## config.mk

```make
export PLATFORM = sky130hd
export DESIGN_NAME = lpib_div_cell
export DESIGN_NICKNAME = d
export VERILOG_FILES = /design/src/sv/lpib_pkg.sv /design/src/sv/lpib_div_cell.sv
export SDC_FILE = /design/constraint.sdc
export NUM_CORES = 1
export LEC_CHECK = 0
export ABC_AREA = 1
export BUFFER_PORTS_ARGS = -buffer_cell sky130_fd_sc_hd__clkbuf_2
export CAP_MARGIN = 20
export CORE_MARGIN = 2
export CORE_UTILIZATION = 37
export CTS_CLUSTER_DIAMETER = 80
export DETAILED_ROUTE_END_ITERATION = 8
export GPL_TIMING_DRIVEN = 0
export PLACE_DENSITY_LB_ADDON = 0.1
export RECOVER_POWER = 100
export SETUP_SLACK_MARGIN = 0.5
export SLEW_MARGIN = 20
export SYNTH_ARGS = -nofsm -noshare
export SYNTH_HDL_FRONTEND = slang
export SYNTH_SLANG_ARGS = --single-unit
```

## constraint.sdc

```tcl
create_clock -name clk -period 5.5 [get_ports clk]
set_input_delay 0.825 -clock clk [delete_from_list [all_inputs] [get_ports clk]]
set_output_delay 0.825 -clock clk [all_outputs]
set_load 0.03 [all_outputs]
```

## src/sv/lpib_pkg.sv

```systemverilog
// Package for the lidar point image box gate: widths, intrinsics, types.
// No dependencies.
`default_nettype none
package lpib_pkg;

  localparam int COORD_BITS     = 20;
  localparam int PIXEL_BITS     = 16;
  localparam int OFS_BITS       = 15;
  localparam int BOX_BITS       = 12;
  localparam int MARGIN_BITS    = 10;
  localparam int DEPTH_BITS     = 21;
  localparam int CFG_DATA_BITS  = 15;
  localparam int CFG_INDEX_BITS = 3;

  localparam int SUM_BITS   = COORD_BITS + 1;
  localparam int DIV_BITS   = SUM_BITS - 1;
  localparam int K_BITS     = 21;
  localparam int PROD_BITS  = SUM_BITS + K_BITS;
  localparam int SUMP_BITS  = PROD_BITS + 1;
  localparam int Q_FRAC     = 10;
  localparam int NSH_BITS   = SUMP_BITS - Q_FRAC;
  localparam int SHD_BITS   = SUM_BITS + PIXEL_BITS - 1;
  localparam int CMP_BITS   = ((NSH_BITS > SHD_BITS) ? NSH_BITS : SHD_BITS) + 1;
  localparam int SLOPE_BITS = 15;
  localparam int SEC_BITS   = COORD_BITS + SLOPE_BITS + 1;
  localparam int BND_BITS   = BOX_BITS + 2;
  localparam int QC_BITS    = ((PIXEL_BITS > BND_BITS) ? PIXEL_BITS : BND_BITS) + 1;

  // Q10 pinhole intrinsics
  localparam logic signed [K_BITS-1:0] FX_Q10 = K_BITS'(587796);
  localparam logic signed [K_BITS-1:0] CX_Q10 = K_BITS'(325835);
  localparam logic signed [K_BITS-1:0] FY_Q10 = K_BITS'(589051);
  localparam logic signed [K_BITS-1:0] CY_Q10 = K_BITS'(252483);

  // sector slope 1.5526 as 15526 / 10000
  localparam logic [SLOPE_BITS-1:0]        SLOPE_NUM = SLOPE_BITS'(15526);
  localparam logic signed [SLOPE_BITS-1:0] SLOPE_DEN = SLOPE_BITS'(10000);

  localparam logic signed [COORD_BITS-1:0] NOISE_S = COORD_BITS'(10);
  localparam logic [COORD_BITS-1:0]        NOISE_U = COORD_BITS'(10);

  localparam logic [BOX_BITS-1:0] BOX_LO_RST = '0;
  localparam logic [BOX_BITS-1:0] BOX_HI_RST = '1;

  localparam logic signed [SUM_BITS-1:0] DEPTH_MAX = SUM_BITS'((1 << (DEPTH_BITS - 1)) - 1);
  localparam logic signed [SUM_BITS-1:0] DEPTH_MIN = -DEPTH_MAX - SUM_BITS'(1);

  localparam logic signed [PIXEL_BITS-1:0] PIX_MAX = {1'b0, {(PIXEL_BITS-1){1'b1}}};
  localparam logic signed [PIXEL_BITS-1:0] PIX_MIN = {1'b1, {(PIXEL_BITS-1){1'b0}}};

  typedef enum logic [CFG_INDEX_BITS-1:0] {
    REG_OFFSET_X   = 3'd0,
    REG_OFFSET_Y   = 3'd1,
    REG_OFFSET_Z   = 3'd2,
    REG_BOX_LEFT   = 3'd3,
    REG_BOX_RIGHT  = 3'd4,
    REG_BOX_TOP    = 3'd5,
    REG_BOX_BOTTOM = 3'd6,
    REG_BOX_MARGIN = 3'd7
  } cfg_reg_t;

  typedef struct packed {
    logic signed [OFS_BITS-1:0] offset_x;
    logic signed [OFS_BITS-1:0] offset_y;
    logic signed [OFS_BITS-1:0] offset_z;
  } offs_t;

  // per-point flags that ride along the divider chain
  typedef struct packed {
    logic                         dpos;
    logic                         pre;
    logic                         last;
    logic                         frac_u;
    logic                         frac_v;
    logic                         hi_u;
    logic                         lo_u;
    logic                         hi_v;
    logic                         lo_v;
    logic signed [DEPTH_BITS-1:0] depth;
  } side_t;

  typedef struct packed {
    logic [DIV_BITS-1:0]   rem_u;
    logic [DIV_BITS-1:0]   rem_v;
    logic [PIXEL_BITS-1:0] num_u;
    logic [PIXEL_BITS-1:0] num_v;
    logic [DIV_BITS-1:0]   divisor;
    side_t                 side;
  } div_t;

  function automatic logic signed [DEPTH_BITS-1:0] sat_depth(
    input logic signed [SUM_BITS-1:0] v
  );
    logic signed [SUM_BITS-1:0] r;
    r = v;
    if (v > DEPTH_MAX) r = DEPTH_MAX;
    if (v < DEPTH_MIN) r = DEPTH_MIN;
    return DEPTH_BITS'(r);
  endfunction

endpackage
`default_nettype wire

```

## src/sv/lpib_div_cell.sv

```systemverilog
// One cell of the restoring divider chain: one quotient bit of the column
// and of the row per cell. Uses lpib_pkg.
`default_nettype none
module lpib_div_cell import lpib_pkg::*; (
  input  logic clk,
  input  logic rst,
  input  logic up_valid,
  input  div_t up,
  output logic up_ready,
  output logic dn_valid,
  output div_t dn,
  input  logic dn_ready
);

  logic [DIV_BITS:0] t_u, t_v, dv;
  logic              ge_u, ge_v;
  div_t              nxt;

  assign up_ready = !dn_valid || dn_ready;
  assign dv   = {1'b0, up.divisor};
  assign t_u  = {up.rem_u, up.num_u[PIXEL_BITS-1]};
  assign t_v  = {up.rem_v, up.num_v[PIXEL_BITS-1]};
  assign ge_u = (t_u >= dv);
  assign ge_v = (t_v >= dv);

  always_comb begin
    nxt       = up;
    nxt.rem_u = ge_u ? DIV_BITS'(t_u - dv) : t_u[DIV_BITS-1:0];
    nxt.rem_v = ge_v ? DIV_BITS'(t_v - dv) : t_v[DIV_BITS-1:0];
    // shift the next dividend bit out, the quotient bit in
    nxt.num_u = {up.num_u[PIXEL_BITS-2:0], ge_u};
    nxt.num_v = {up.num_v[PIXEL_BITS-2:0], ge_v};
  end

  always_ff @(posedge clk) begin
    if (rst) begin
      dn_valid <= 1'b0;
    end else if (up_ready) begin
      dn_valid <= up_valid;
    end
  end

  always_ff @(posedge clk) begin
    if (up_ready) begin
      dn <= nxt;
    end
  end

endmodule
`default_nettype wire

```

==> flow_summary.ini <==
[timing]
fmaxAchievable_ghz = 0.2833
finalMaxSlewViolations = 39
fin_ws_ns = 1.970
finalCriticalPeriod_ns = 3.530
rsz0062_at_grt = no
final_hold_viol_count = 0
relSlewSlack = -0.1213
tightest_slew_ns = 1.678
finClkSkew_ns = 0.007578
period_share = 0.6418
finalSetupViolations = 0

[power_and_ir_drop]
leakagePower_nw = 4.324
p_sw_frac = 0.3224
power.share.sequential = 0.376
pwr-share-comb = 0.234
p_clk_frac = 0.390
ir_worst_vdd_mv = 0.1993
power.net_switching_mw = 1.013
power_mw = 3.140
p_int_mw = 2.128
power.density_nw_per_um2 = 347.6

[setup_path]
max_stage_delay_ns = 0.48
crit_path_end_kind = flop
critPathTopFamily = buffers and inverters
path_common_cell = nand2_1
crit_path_start_kind = primary input
worst-setup-path-type = in -> reg
critical_path_required_ns = 5.67
slowest_stage = clkbuf_1
cp_cell_sequence = clkbuf_1, inv_1, ha_1, nand2_1, nor2_1, nand2_1, nand3_1, nand2_1, nand2_2, nand2_1, nand2_1, clkinvlp_2, clkbuf_1, nand2_2, nand2_1
path_max_fanout = 10
critPathBufInv = 4
worstPathArrival_ns = 3.70

[logic_synthesis]
synth_nets = 949
avgSynthCellArea_sq_um = 9.066
netlist_area_sq_um = 7081
ys_types = 33
synth_top_cell_by_area = edfxtp_1
synth-seq-cells = 123
yosys_warnings = 0
yosysTopAreaCellShare = 0.5174
ys_seq_area_frac = 0.5202
syn_inst = 781
synth.area.top_cells = edfxtp_1, nand2_1, ha_1

[worst_hold_path]
hp-class = in -> reg

[placed_design]
portBuffers = 249
dp_slack_ns = 2.627
dp_hpwl_um = 16480
place.gp.congestion = 0.9006
place_area_sq_um = 8675

[floorplanning]
fp.dieW_um = 142.3
die_area_sq_um = 20260
die_h_um = 142.3
floorplan.initialDensity = 0.3773
rows = 50
core_area_sq_um = 18770
io_pins = 250

[detailed_routing]
drt_iter0_drc = 372
routedWlPerCell_um = 15.66
avgViaCountPerCell = 4.557
drc = 0
vias = 5920
ant_nets = 0
dr.pass1.iters = 5
drt-total-wl_um = 20340

[global_routing]
grt_max_degree = 57
antenna_found_initial = 1
grt_pass1_vias = 5395
grt_pass1_wl_um = 29950
grt_usage = 0.1976
overflow = 0

[clock_network]
cts.sinks = 123
clockRootBuffer = clkbuf_16
clock_latency_ns = 0.41
postCtsSetupBuffers = 0
cts_tree = built
numCtsBuffers = 17
clk_pin_slew_worst_paths_ns = 0.06
htreeDepth = 4
cts_hold_buf = 0
cts_resized = 0
clk_path_buf_depth = 2

[cells_and_area]
fill_cells = 1923
fin_area_sq_um = 9034
area_growth_syn_to_layout_pct = 27.58
multi_input_area_sq_um = 2809
final_util = 0.4813
nNetsFinal = 1219
drive_above_1_share = 0.1870
regArea_sq_um = 3684

[run_status]
violations = capacitance limit, slew limit
status = finished with violations

[job]
maxCapViolCount = 1
## metal layers
| metal | global-route usage | routed length [um] |
|---|---|---|
| met4 | 0.06462 | 367 |
| met3 | 0.05047 | 1623 |
| met1 | 0.2559 | 8899 |
| met5 | 0 | 0 |
| met2 | 0.3247 | 9447 |
## power groups by stage
stage	clock [mW]	sequential (mW)	combinational, mW
2_1_floorplan	0	1.42	0.321
3_3_place_gp	0	1.21	0.771
3_5_place_dp	0	1.20	0.778
4_1_cts	1.25	1.18	0.780
5_1_grt	1.29	1.19	0.809
6_report	1.23	1.18	0.735
## cell usage in the layout, fill, tap and decap left out, types with 3 or more instances in the layout
| master | n |
|---|---|
| a21oi_1 | 24 |
| a21oi_2 | 3 |
| bufinv_16 | 4 |
| clkbuf_1 | 148 |
| clkbuf_16 | 17 |
| clkbuf_2 | 106 |
| clkinv_4 | 4 |
| edfxtp_1 | 122 |
| ha_1 | 40 |
| inv_1 | 114 |
| inv_2 | 5 |
| inv_6 | 6 |
| nand2_1 | 271 |
| nand2_2 | 29 |
| nand3_1 | 42 |
| nand3_2 | 8 |
| nand3b_1 | 8 |
| nor2_1 | 52 |
| nor2_2 | 6 |
| nor3_1 | 4 |
| nor3_2 | 3 |
| o21ai_0 | 10 |
| xor2_1 | 18 |
## synthesized netlist by cell type, drive strengths merged
master	n
a21oi	27
and3	1
buf	6
dfxtp	1
edfxtp	122
fa	2
ha	40
inv	121
nand2	300
nand3	50
nand3b	8
nand4	2
nor2	59
nor3	7
o21a	1
o21ai	10
o21bai	2
or2	2
xnor2	2
xor2	18
## registers in the layout (all words and copies together) (netlist names)
| signal | flops |
|---|---|
| dn | 122 |
| dn_valid | 1 |
## area by class of cell
class                      instances  area share
antenna                            1   0.0002770
buffer                             6    0.004155
clock buffer                      18     0.04751
clock inverter                    14     0.02299
inverter                         121     0.05055
multi-input combinational        531      0.3109
sequential                       123      0.4078
tap                              234     0.03241
timing repair buffer             251      0.1234
## final timing paths
check / depth (start not counted) / endpoint / slack [ns] / from
setup / recovery: 15 / dn[110]$_DFFE_PP_ / 1.97 / up[31]
hold / removal: 2 / dn_valid$_SDFFE_PP0P_ / 0.56 / rst
setup reg to reg: 3 / dn[29]$_DFFE_PP_ / 3.02 / dn_valid$_SDFFE_PP0P_
hold reg to reg: 2 / dn_valid$_SDFFE_PP0P_ / 1.70 / dn_valid$_SDFFE_PP0P_
## cell families (layout without fill, tap and decap cells)
kind of cell,Yosys count,in the layout,synth area share
compound gates,40,40,0.03092
xor+xnor,20,20,0.02474
fa+ha+maj,42,42,0.07634
buf+inv,127,410,0.07563
flops,123,123,0.5202
other cells,0,1,0
simple gates,429,429,0.2721
## metrics by stage
step,cells,setup TNS [ns],hold slack (ns)
global route,1299,0,0.5606
finish,1299,0,0.5639
CTS,1298,0,0.5418
global placement,1264,-0.6643,0.9805
detailed placement,1266,0,0.9400
floorplan,781,0,0.8941
No activity file was read; power rests on OpenSTA's default activity.
