--- src/sv/lpib_pkg.sv ---
// Package for the lidar point image box gate: widths, intrinsics, types.
// No dependencies.
`default_nettype none
package lpib_pkg;

  localparam int COORD_BITS     = 20;
  localparam int PIXEL_BITS     = 16;
  localparam int OFS_BITS       = 15;
  localparam int BOX_BITS       = 12;
  localparam int MARGIN_BITS    = 10;
  localparam int DEPTH_BITS     = 21;
  localparam int CFG_DATA_BITS  = 15;
  localparam int CFG_INDEX_BITS = 3;

  localparam int SUM_BITS   = COORD_BITS + 1;
  localparam int DIV_BITS   = SUM_BITS - 1;
  localparam int K_BITS     = 21;
  localparam int PROD_BITS  = SUM_BITS + K_BITS;
  localparam int SUMP_BITS  = PROD_BITS + 1;
  localparam int Q_FRAC     = 10;
  localparam int NSH_BITS   = SUMP_BITS - Q_FRAC;
  localparam int SHD_BITS   = SUM_BITS + PIXEL_BITS - 1;
  localparam int CMP_BITS   = ((NSH_BITS > SHD_BITS) ? NSH_BITS : SHD_BITS) + 1;
  localparam int SLOPE_BITS = 15;
  localparam int SEC_BITS   = COORD_BITS + SLOPE_BITS + 1;
  localparam int BND_BITS   = BOX_BITS + 2;
  localparam int QC_BITS    = ((PIXEL_BITS > BND_BITS) ? PIXEL_BITS : BND_BITS) + 1;

  // Q10 pinhole intrinsics
  localparam logic signed [K_BITS-1:0] FX_Q10 = K_BITS'(587796);
  localparam logic signed [K_BITS-1:0] CX_Q10 = K_BITS'(325835);
  localparam logic signed [K_BITS-1:0] FY_Q10 = K_BITS'(589051);
  localparam logic signed [K_BITS-1:0] CY_Q10 = K_BITS'(252483);

  // sector slope 1.5526 as 15526 / 10000
  localparam logic [SLOPE_BITS-1:0]        SLOPE_NUM = SLOPE_BITS'(15526);
  localparam logic signed [SLOPE_BITS-1:0] SLOPE_DEN = SLOPE_BITS'(10000);

  localparam logic signed [COORD_BITS-1:0] NOISE_S = COORD_BITS'(10);
  localparam logic [COORD_BITS-1:0]        NOISE_U = COORD_BITS'(10);

  localparam logic [BOX_BITS-1:0] BOX_LO_RST = '0;
  localparam logic [BOX_BITS-1:0] BOX_HI_RST = '1;

  localparam logic signed [SUM_BITS-1:0] DEPTH_MAX = SUM_BITS'((1 << (DEPTH_BITS - 1)) - 1);
  localparam logic signed [SUM_BITS-1:0] DEPTH_MIN = -DEPTH_MAX - SUM_BITS'(1);

  localparam logic signed [PIXEL_BITS-1:0] PIX_MAX = {1'b0, {(PIXEL_BITS-1){1'b1}}};
  localparam logic signed [PIXEL_BITS-1:0] PIX_MIN = {1'b1, {(PIXEL_BITS-1){1'b0}}};

  typedef enum logic [CFG_INDEX_BITS-1:0] {
    REG_OFFSET_X   = 3'd0,
    REG_OFFSET_Y   = 3'd1,
    REG_OFFSET_Z   = 3'd2,
    REG_BOX_LEFT   = 3'd3,
    REG_BOX_RIGHT  = 3'd4,
    REG_BOX_TOP    = 3'd5,
    REG_BOX_BOTTOM = 3'd6,
    REG_BOX_MARGIN = 3'd7
  } cfg_reg_t;

  typedef struct packed {
    logic signed [OFS_BITS-1:0] offset_x;
    logic signed [OFS_BITS-1:0] offset_y;
    logic signed [OFS_BITS-1:0] offset_z;
  } offs_t;

  // per-point flags that ride along the divider chain
  typedef struct packed {
    logic                         dpos;
    logic                         pre;
    logic                         last;
    logic                         frac_u;
    logic                         frac_v;
    logic                         hi_u;
    logic                         lo_u;
    logic                         hi_v;
    logic                         lo_v;
    logic signed [DEPTH_BITS-1:0] depth;
  } side_t;

  typedef struct packed {
    logic [DIV_BITS-1:0]   rem_u;
    logic [DIV_BITS-1:0]   rem_v;
    logic [PIXEL_BITS-1:0] num_u;
    logic [PIXEL_BITS-1:0] num_v;
    logic [DIV_BITS-1:0]   divisor;
    side_t                 side;
  } div_t;

  function automatic logic signed [DEPTH_BITS-1:0] sat_depth(
    input logic signed [SUM_BITS-1:0] v
  );
    logic signed [SUM_BITS-1:0] r;
    r = v;
    if (v > DEPTH_MAX) r = DEPTH_MAX;
    if (v < DEPTH_MIN) r = DEPTH_MIN;
    return DEPTH_BITS'(r);
  endfunction

endpackage
`default_nettype wire

--- src/sv/lpib_front.sv ---
// Front pipeline: offsets, products, sector/noise tests, range check and
// divider setup. Four register stages. Uses lpib_pkg.
`default_nettype none
module lpib_front import lpib_pkg::*; (
  input  logic                         clk,
  input  logic                         rst,
  input  offs_t                        offs,
  input  logic                         in_valid,
  output logic                         in_ready,
  input  logic signed [COORD_BITS-1:0] fwd,
  input  logic signed [COORD_BITS-1:0] side,
  input  logic signed [COORD_BITS-1:0] up,
  input  logic                         last,
  output logic                         dn_valid,
  output div_t                         dn,
  input  logic                         dn_ready
);

  logic a_valid, b_valid, c_valid;
  logic a_ready, b_ready, c_ready, d_ready;

  // stage A
  logic signed [COORD_BITS-1:0] a_x;
  logic [COORD_BITS-1:0]        a_ay;
  logic                         a_ynz, a_xpos, a_noise, a_last;
  logic signed [SUM_BITS-1:0]   a_d, a_yo, a_zo;
  // stage B
  logic signed [PROD_BITS-1:0]  b_pu, b_pcu, b_pv, b_pcv;
  logic signed [SEC_BITS-1:0]   b_sx;
  logic [SEC_BITS-2:0]          b_sy;
  logic                         b_ynz, b_xpos, b_noise, b_last;
  logic signed [SUM_BITS-1:0]   b_d;
  // stage C
  logic signed [NSH_BITS-1:0]   c_nsu, c_nsv;
  logic                         c_fu, c_fv, c_pre, c_last;
  logic signed [SUM_BITS-1:0]   c_d;

  logic [COORD_BITS-1:0]        ay;
  logic signed [SUMP_BITS-1:0]  sum_u, sum_v;
  logic signed [CMP_BITS-1:0]   dsh, ns_u, ns_v, nn_u, nn_v;

  assign d_ready  = !dn_valid || dn_ready;
  assign c_ready  = !c_valid || d_ready;
  assign b_ready  = !b_valid || c_ready;
  assign a_ready  = !a_valid || b_ready;
  assign in_ready = a_ready;

  assign ay    = side[COORD_BITS-1] ? COORD_BITS'(-side) : COORD_BITS'(side);
  assign sum_u = SUMP_BITS'(b_pu) + SUMP_BITS'(b_pcu);
  assign sum_v = SUMP_BITS'(b_pv) + SUMP_BITS'(b_pcv);
  assign dsh   = CMP_BITS'($signed({c_d, {(PIXEL_BITS-1){1'b0}}}));
  assign ns_u  = CMP_BITS'(c_nsu);
  assign ns_v  = CMP_BITS'(c_nsv);
  // bias by 2^(PIXEL_BITS-1)*d so the quotient is unsigned
  assign nn_u  = ns_u + dsh;
  assign nn_v  = ns_v + dsh;

  always_ff @(posedge clk) begin
    if (rst) begin
      a_valid  <= 1'b0;
      b_valid  <= 1'b0;
      c_valid  <= 1'b0;
      dn_valid <= 1'b0;
    end else begin
      if (a_ready) a_valid <= in_valid;
      if (b_ready) b_valid <= a_valid;
      if (c_ready) c_valid <= b_valid;
      if (d_ready) dn_valid <= c_valid;
    end
  end

  always_ff @(posedge clk) begin
    if (a_ready) begin
      a_x     <= fwd;
      a_ay    <= ay;
      a_ynz   <= (side != '0);
      a_xpos  <= (fwd > $signed(COORD_BITS'(0)));
      a_noise <= (fwd > NOISE_S) && (ay > NOISE_U);
      a_last  <= last;
      a_d     <= SUM_BITS'(fwd) + SUM_BITS'(offs.offset_z);
      a_yo    <= SUM_BITS'(side) + SUM_BITS'(offs.offset_x);
      a_zo    <= SUM_BITS'(up) + SUM_BITS'(offs.offset_y);
    end
    if (b_ready) begin
      b_pu    <= a_yo * FX_Q10;
      b_pcu   <= a_d * CX_Q10;
      b_pv    <= a_zo * FY_Q10;
      b_pcv   <= a_d * CY_Q10;
      b_sx    <= a_x * SLOPE_DEN;
      b_sy    <= a_ay * SLOPE_NUM;
      b_ynz   <= a_ynz;
      b_xpos  <= a_xpos;
      b_noise <= a_noise;
      b_last  <= a_last;
      b_d     <= a_d;
    end
    if (c_ready) begin
      c_nsu  <= sum_u[SUMP_BITS-1:Q_FRAC];
      c_nsv  <= sum_v[SUMP_BITS-1:Q_FRAC];
      c_fu   <= |sum_u[Q_FRAC-1:0];
      c_fv   <= |sum_v[Q_FRAC-1:0];
      c_pre  <= b_xpos && b_ynz && b_noise && (b_sx > $signed({1'b0, b_sy}));
      c_last <= b_last;
      c_d    <= b_d;
    end
    if (d_ready) begin
      dn.rem_u       <= nn_u[PIXEL_BITS +: DIV_BITS];
      dn.rem_v       <= nn_v[PIXEL_BITS +: DIV_BITS];
      dn.num_u       <= nn_u[PIXEL_BITS-1:0];
      dn.num_v       <= nn_v[PIXEL_BITS-1:0];
      dn.divisor     <= c_d[DIV_BITS-1:0];
      dn.side.dpos   <= (c_d > $signed(SUM_BITS'(0)));
      dn.side.pre    <= c_pre;
      dn.side.last   <= c_last;
      dn.side.frac_u <= c_fu;
      dn.side.frac_v <= c_fv;
      dn.side.hi_u   <= (ns_u >= dsh);
      dn.side.lo_u   <= (ns_u < -dsh);
      dn.side.hi_v   <= (ns_v >= dsh);
      dn.side.lo_v   <= (ns_v < -dsh);
      dn.side.depth  <= sat_depth(c_d);
    end
  end

endmodule
`default_nettype wire

--- config.mk ---
export PLATFORM = sky130hd
export DESIGN_NAME = lpib_front
export DESIGN_NICKNAME = d
export VERILOG_FILES = /design/src/sv/lpib_pkg.sv /design/src/sv/lpib_front.sv
export SDC_FILE = /design/constraint.sdc
export NUM_CORES = 2
export LEC_CHECK = 0
export BUFFER_PORTS_ARGS = -buffer_cell sky130_fd_sc_hd__buf_2
export CELL_PAD_IN_SITES_DETAIL_PLACEMENT = 0
export CELL_PAD_IN_SITES_GLOBAL_PLACEMENT = 2
export CORE_ASPECT_RATIO = 1.1
export CORE_MARGIN = 5
export CORE_UTILIZATION = 47
export DETAILED_ROUTE_END_ITERATION = 8
export MAX_ROUTING_LAYER = met4
export PLACE_DENSITY = 0.86
export SETUP_SLACK_MARGIN = 0.3
export SLEW_MARGIN = 20
export SYNTH_ARGS = -nofsm -noshare
export SYNTH_HDL_FRONTEND = slang
export SYNTH_SLANG_ARGS = --single-unit
--- constraint.sdc ---
create_clock -name clk -period 23.8 [get_ports clk]
set_clock_uncertainty 0.05 [all_clocks]
set_input_delay 3.57 -clock clk [delete_from_list [all_inputs] [get_ports clk]]
set_output_delay 3.57 -clock clk [all_outputs]
set_load 0.1 [all_outputs]
==> summary.txt <==
Timing
  – Hold Violations, Final: 0
  – Final setup vio count: 0
  – Fmax: about 110 MHz
  – Least-Margin Pin Slew: approximately 0.95 ns
  – Tcrit/Tclk final: between 30% and 40%
  – Final Critical Period: just under 9 ns
  – TNS Setup: 0 ns
  – Slew Limit Fails: 0
  – Slew HR: approximately 37%
  – RSZ-0062 raised after global routing: false

Placement
  – Gpl congestion: between 0.9 and 1
  – Area after DPL: roughly 73000 sq um
  – Port buffer count: 233
  – Hpwl dp: 146 mm

Layout
  – Most common cell after layout, fill and taps aside: inv_1
  – Area growth, synth to finish: 8.14%
  – N_diodes: 0
  – Most frequent cells in the layout: 1401 x inv_1, 1144 x ha_1, 848 x fa_1
  – Finished Cell Area: roughly 75000 sq um
  – Share of post-route cells with drive strength above 1: 6.03%
  – Final Net Count: between 8k and 9k

Global route
  – Aggregate global-route resource usage: roughly a quarter
  – First-pass GRT wire length: 278 mm
  – GRT busiest layer: met2
  – M3 GR Usage: ~2.4%
  – Vias in the first global route: 48.8k
  – Grt total ovfl: 0
  – GR Util met2: between 30% and 40%
  – Largest net degree at the start of global routing: 76
  – Met1 usage: 30.5%
  – Initial antenna violation count: 0

Yosys
  – Synth top area share: 24.4%
  – Sequential-to-total area share from yosys stat: 24.6%
  – Syn avg cell area: 10.7 sq um
  – Synth warn: 0
  – Yosys cell types: 89
  – Synth Area in Adders: between 40 and 50%
  – Number of synthesized flops with an enable pin: ~570
  – #FFs+latches synth: between 500 and 600
  – Cells after Synth: 6531
  – Post-synth top area cell: edfxtp_1
  – Asr flop ratio synth: 0%
  – Syn nets: approximately 8.6k
  – Post-synthesis compound-gate area fraction: 10.6%
  – Synth area leaders: edfxtp_1 24%, fa_1 24%, ha_1 21%
  – Most used flip-flop cell after synthesis: edfxtp_1
  – Largest family of logic cells by synthesized area: adder cells
  – Post-Synth XOR/XNOR Area: 4.97%
  – Post-synthesis simple-gate area fraction: ~6.8%
  – Mapped Area: between 60000 and 70000 sq um
  – Mux contribution to synthesized area: less than 1%

Die
  – Die Width: 377 microns
  – Core ar.: approximately 150000 sq um
  – Die height: approximately 410 microns
  – Rows: about 150
  – I/O pin total: 234
  – Die Area: roughly 160000 sq um
  – Initial Util: 47.2%

Worst setup path
  – Buf/Inv on CP: 2
  – Cell Chain, Critical Path: buf_2 -> nor2b_1 -> and3_1 -> nand2_4 -> buf_2
  – CP Data Arrival Time: approximately 5.2 ns
  – Crit-path most repeated cell: buf_2
  – Crit-path max cell delay: between 0.4 and 0.5 ns
  – Worst path slowest cell: and3_1
  – Cell family with most CP delay: simple AND/OR/NAND/NOR gates
  – Crit-path max FO: 11
  – CP required: about 20 ns
  – Crit start category: input pin
  – CP Capture Type: output port
  – CP Class: in -> out

Drt
  – Routed WL per cell: ~20 microns
  – Vias per inst: about 5.3
  – Total wire length: 174 mm
  – Vias after detailed routing: around 46k
  – Pre-antenna DRT Iters: 8
  – DR iter-0 viols: ~2.5k
  – Number of remaining DRC errors: 0
  – Antenna Nets Post-Route: 0

Run status
  – Outcome: finished clean

Clocking
  – Clk_lat worst skew: a little under 0.7 ns
  – Clock-pin slew on the worst setup and hold paths: 0.06 ns
  – Root buffer cell: clkbuf_16
  – Clock Path Buffers: 3
  – Total setup buffers inserted after CTS: 0
  – Num Clock Sinks: between 500 and 600
  – H-tree depth: 3
  – CTS tree: done
  – Post-CTS sizing: 0
  – CTS Buf Count: 68
  – Hold_buf cts: 0

Flow run
  – Maxcap violations: 0

Worst hold path
  – Hold Crit Class: reg -> reg
-- flip-flops by register name (all words and copies together), names as in the netlist, 20 cells and up --
| signal | count |
|---|---|
| b_sy | 33 |
| b_pu | 40 |
| c_nsv | 33 |
| c_nsu | 33 |
| b_pcu | 41 |
| b_pv | 42 |
| b_d | 20 |
| b_sx | 31 |
| a_yo | 21 |
| b_pcv | 37 |
| a_x | 20 |
| a_d | 21 |
| a_ay | 20 |
| a_zo | 21 |
| c_d | 21 |
| dn | 122 |
-- metal layers --
metal | vias up | wire length, microns
met4 | 0 | 5370
met5 | - | 0
met1 | 22941 | 77300
met3 | 212 | 5830
li1 | 22492 | -
met2 | 795 | 85600
-- metrics by stage --
stage	instances	hold WS [ns]	setup slack, ns	util, %
after floorplan	6531	0.350	13.46	-
after global placement	8649	0.352	14.98	49.6
after detailed placement	8649	0.355	14.94	49.6
after CTS	8767	0.347	14.94	51.0
after global routing	8767	0.363	14.87	51.0
final	8767	0.353	14.98	51.0
-- final cells by class --
cell class	count	area, sq um
Fill cell	13542	72300
Multi-Input combinational cell	4469	47000
Sequential cell	572	17100
Inverter	1404	5280
Tap cell	1950	2440
Clock buffer	75	1750
Timing Repair Buffer	254	1320
Clock inverter	43	463
-- final timing paths --
| check | start | depth (start not counted) | end | slack [ns] |
|---|---|---|---|---|
| worst min register to register | c_nsu[4]$_DFFE_PP_ | 0 | dn[70]$_DFFE_PP_ | 0.35 |
| worst max-delay path | dn_ready | 5 | in_ready | 14.98 |
| worst min-delay path | c_nsu[4]$_DFFE_PP_ | 0 | dn[70]$_DFFE_PP_ | 0.35 |
| worst max register to register | a_d[8]$_DFFE_PP_ | 21 | b_pcu[37]$_DFFE_PP_ | 16.31 |
-- synthesized netlist by cell type (8+ instances only) --
cell,count
ha_1,1144
nand2b_1,51
or2_2,9
nor2_1,236
and2_1,25
nand2_1,165
nand4_1,62
o21ai_0,181
clkbuf_1,82
o31ai_1,27
o22ai_1,8
or4_1,9
nor3_1,83
or3_1,12
xor2_1,114
xnor2_1,282
o21bai_1,60
a211oi_1,40
a31o_2,10
a211o_1,10
a221o_1,8
mux2i_1,12
and4_1,13
a21o_1,191
a21boi_0,19
a221oi_1,9
a311oi_1,16
o21a_1,47
nor4_1,36
o41ai_1,12
inv_1,1403
o211ai_1,21
nand3_1,81
a22o_1,9
edfxtp_1,568
a21oi_1,353
and3_1,34
fa_1,848
a31oi_1,47
nor2b_1,81
o2111ai_1,9
-- cells by family after synthesis --
group,after synthesis
and+or+nand+nor,929
muxes,12
buffers and inverters,1490
xor gates and xnor gates,396
adders and majority gates,1992
DFF,572
AOI/OAI and AO/OA,1140
Power is left out: the tool's default activity adds up to more than one toggle a clock period on the data nets, which glitch-free logic cannot reach.
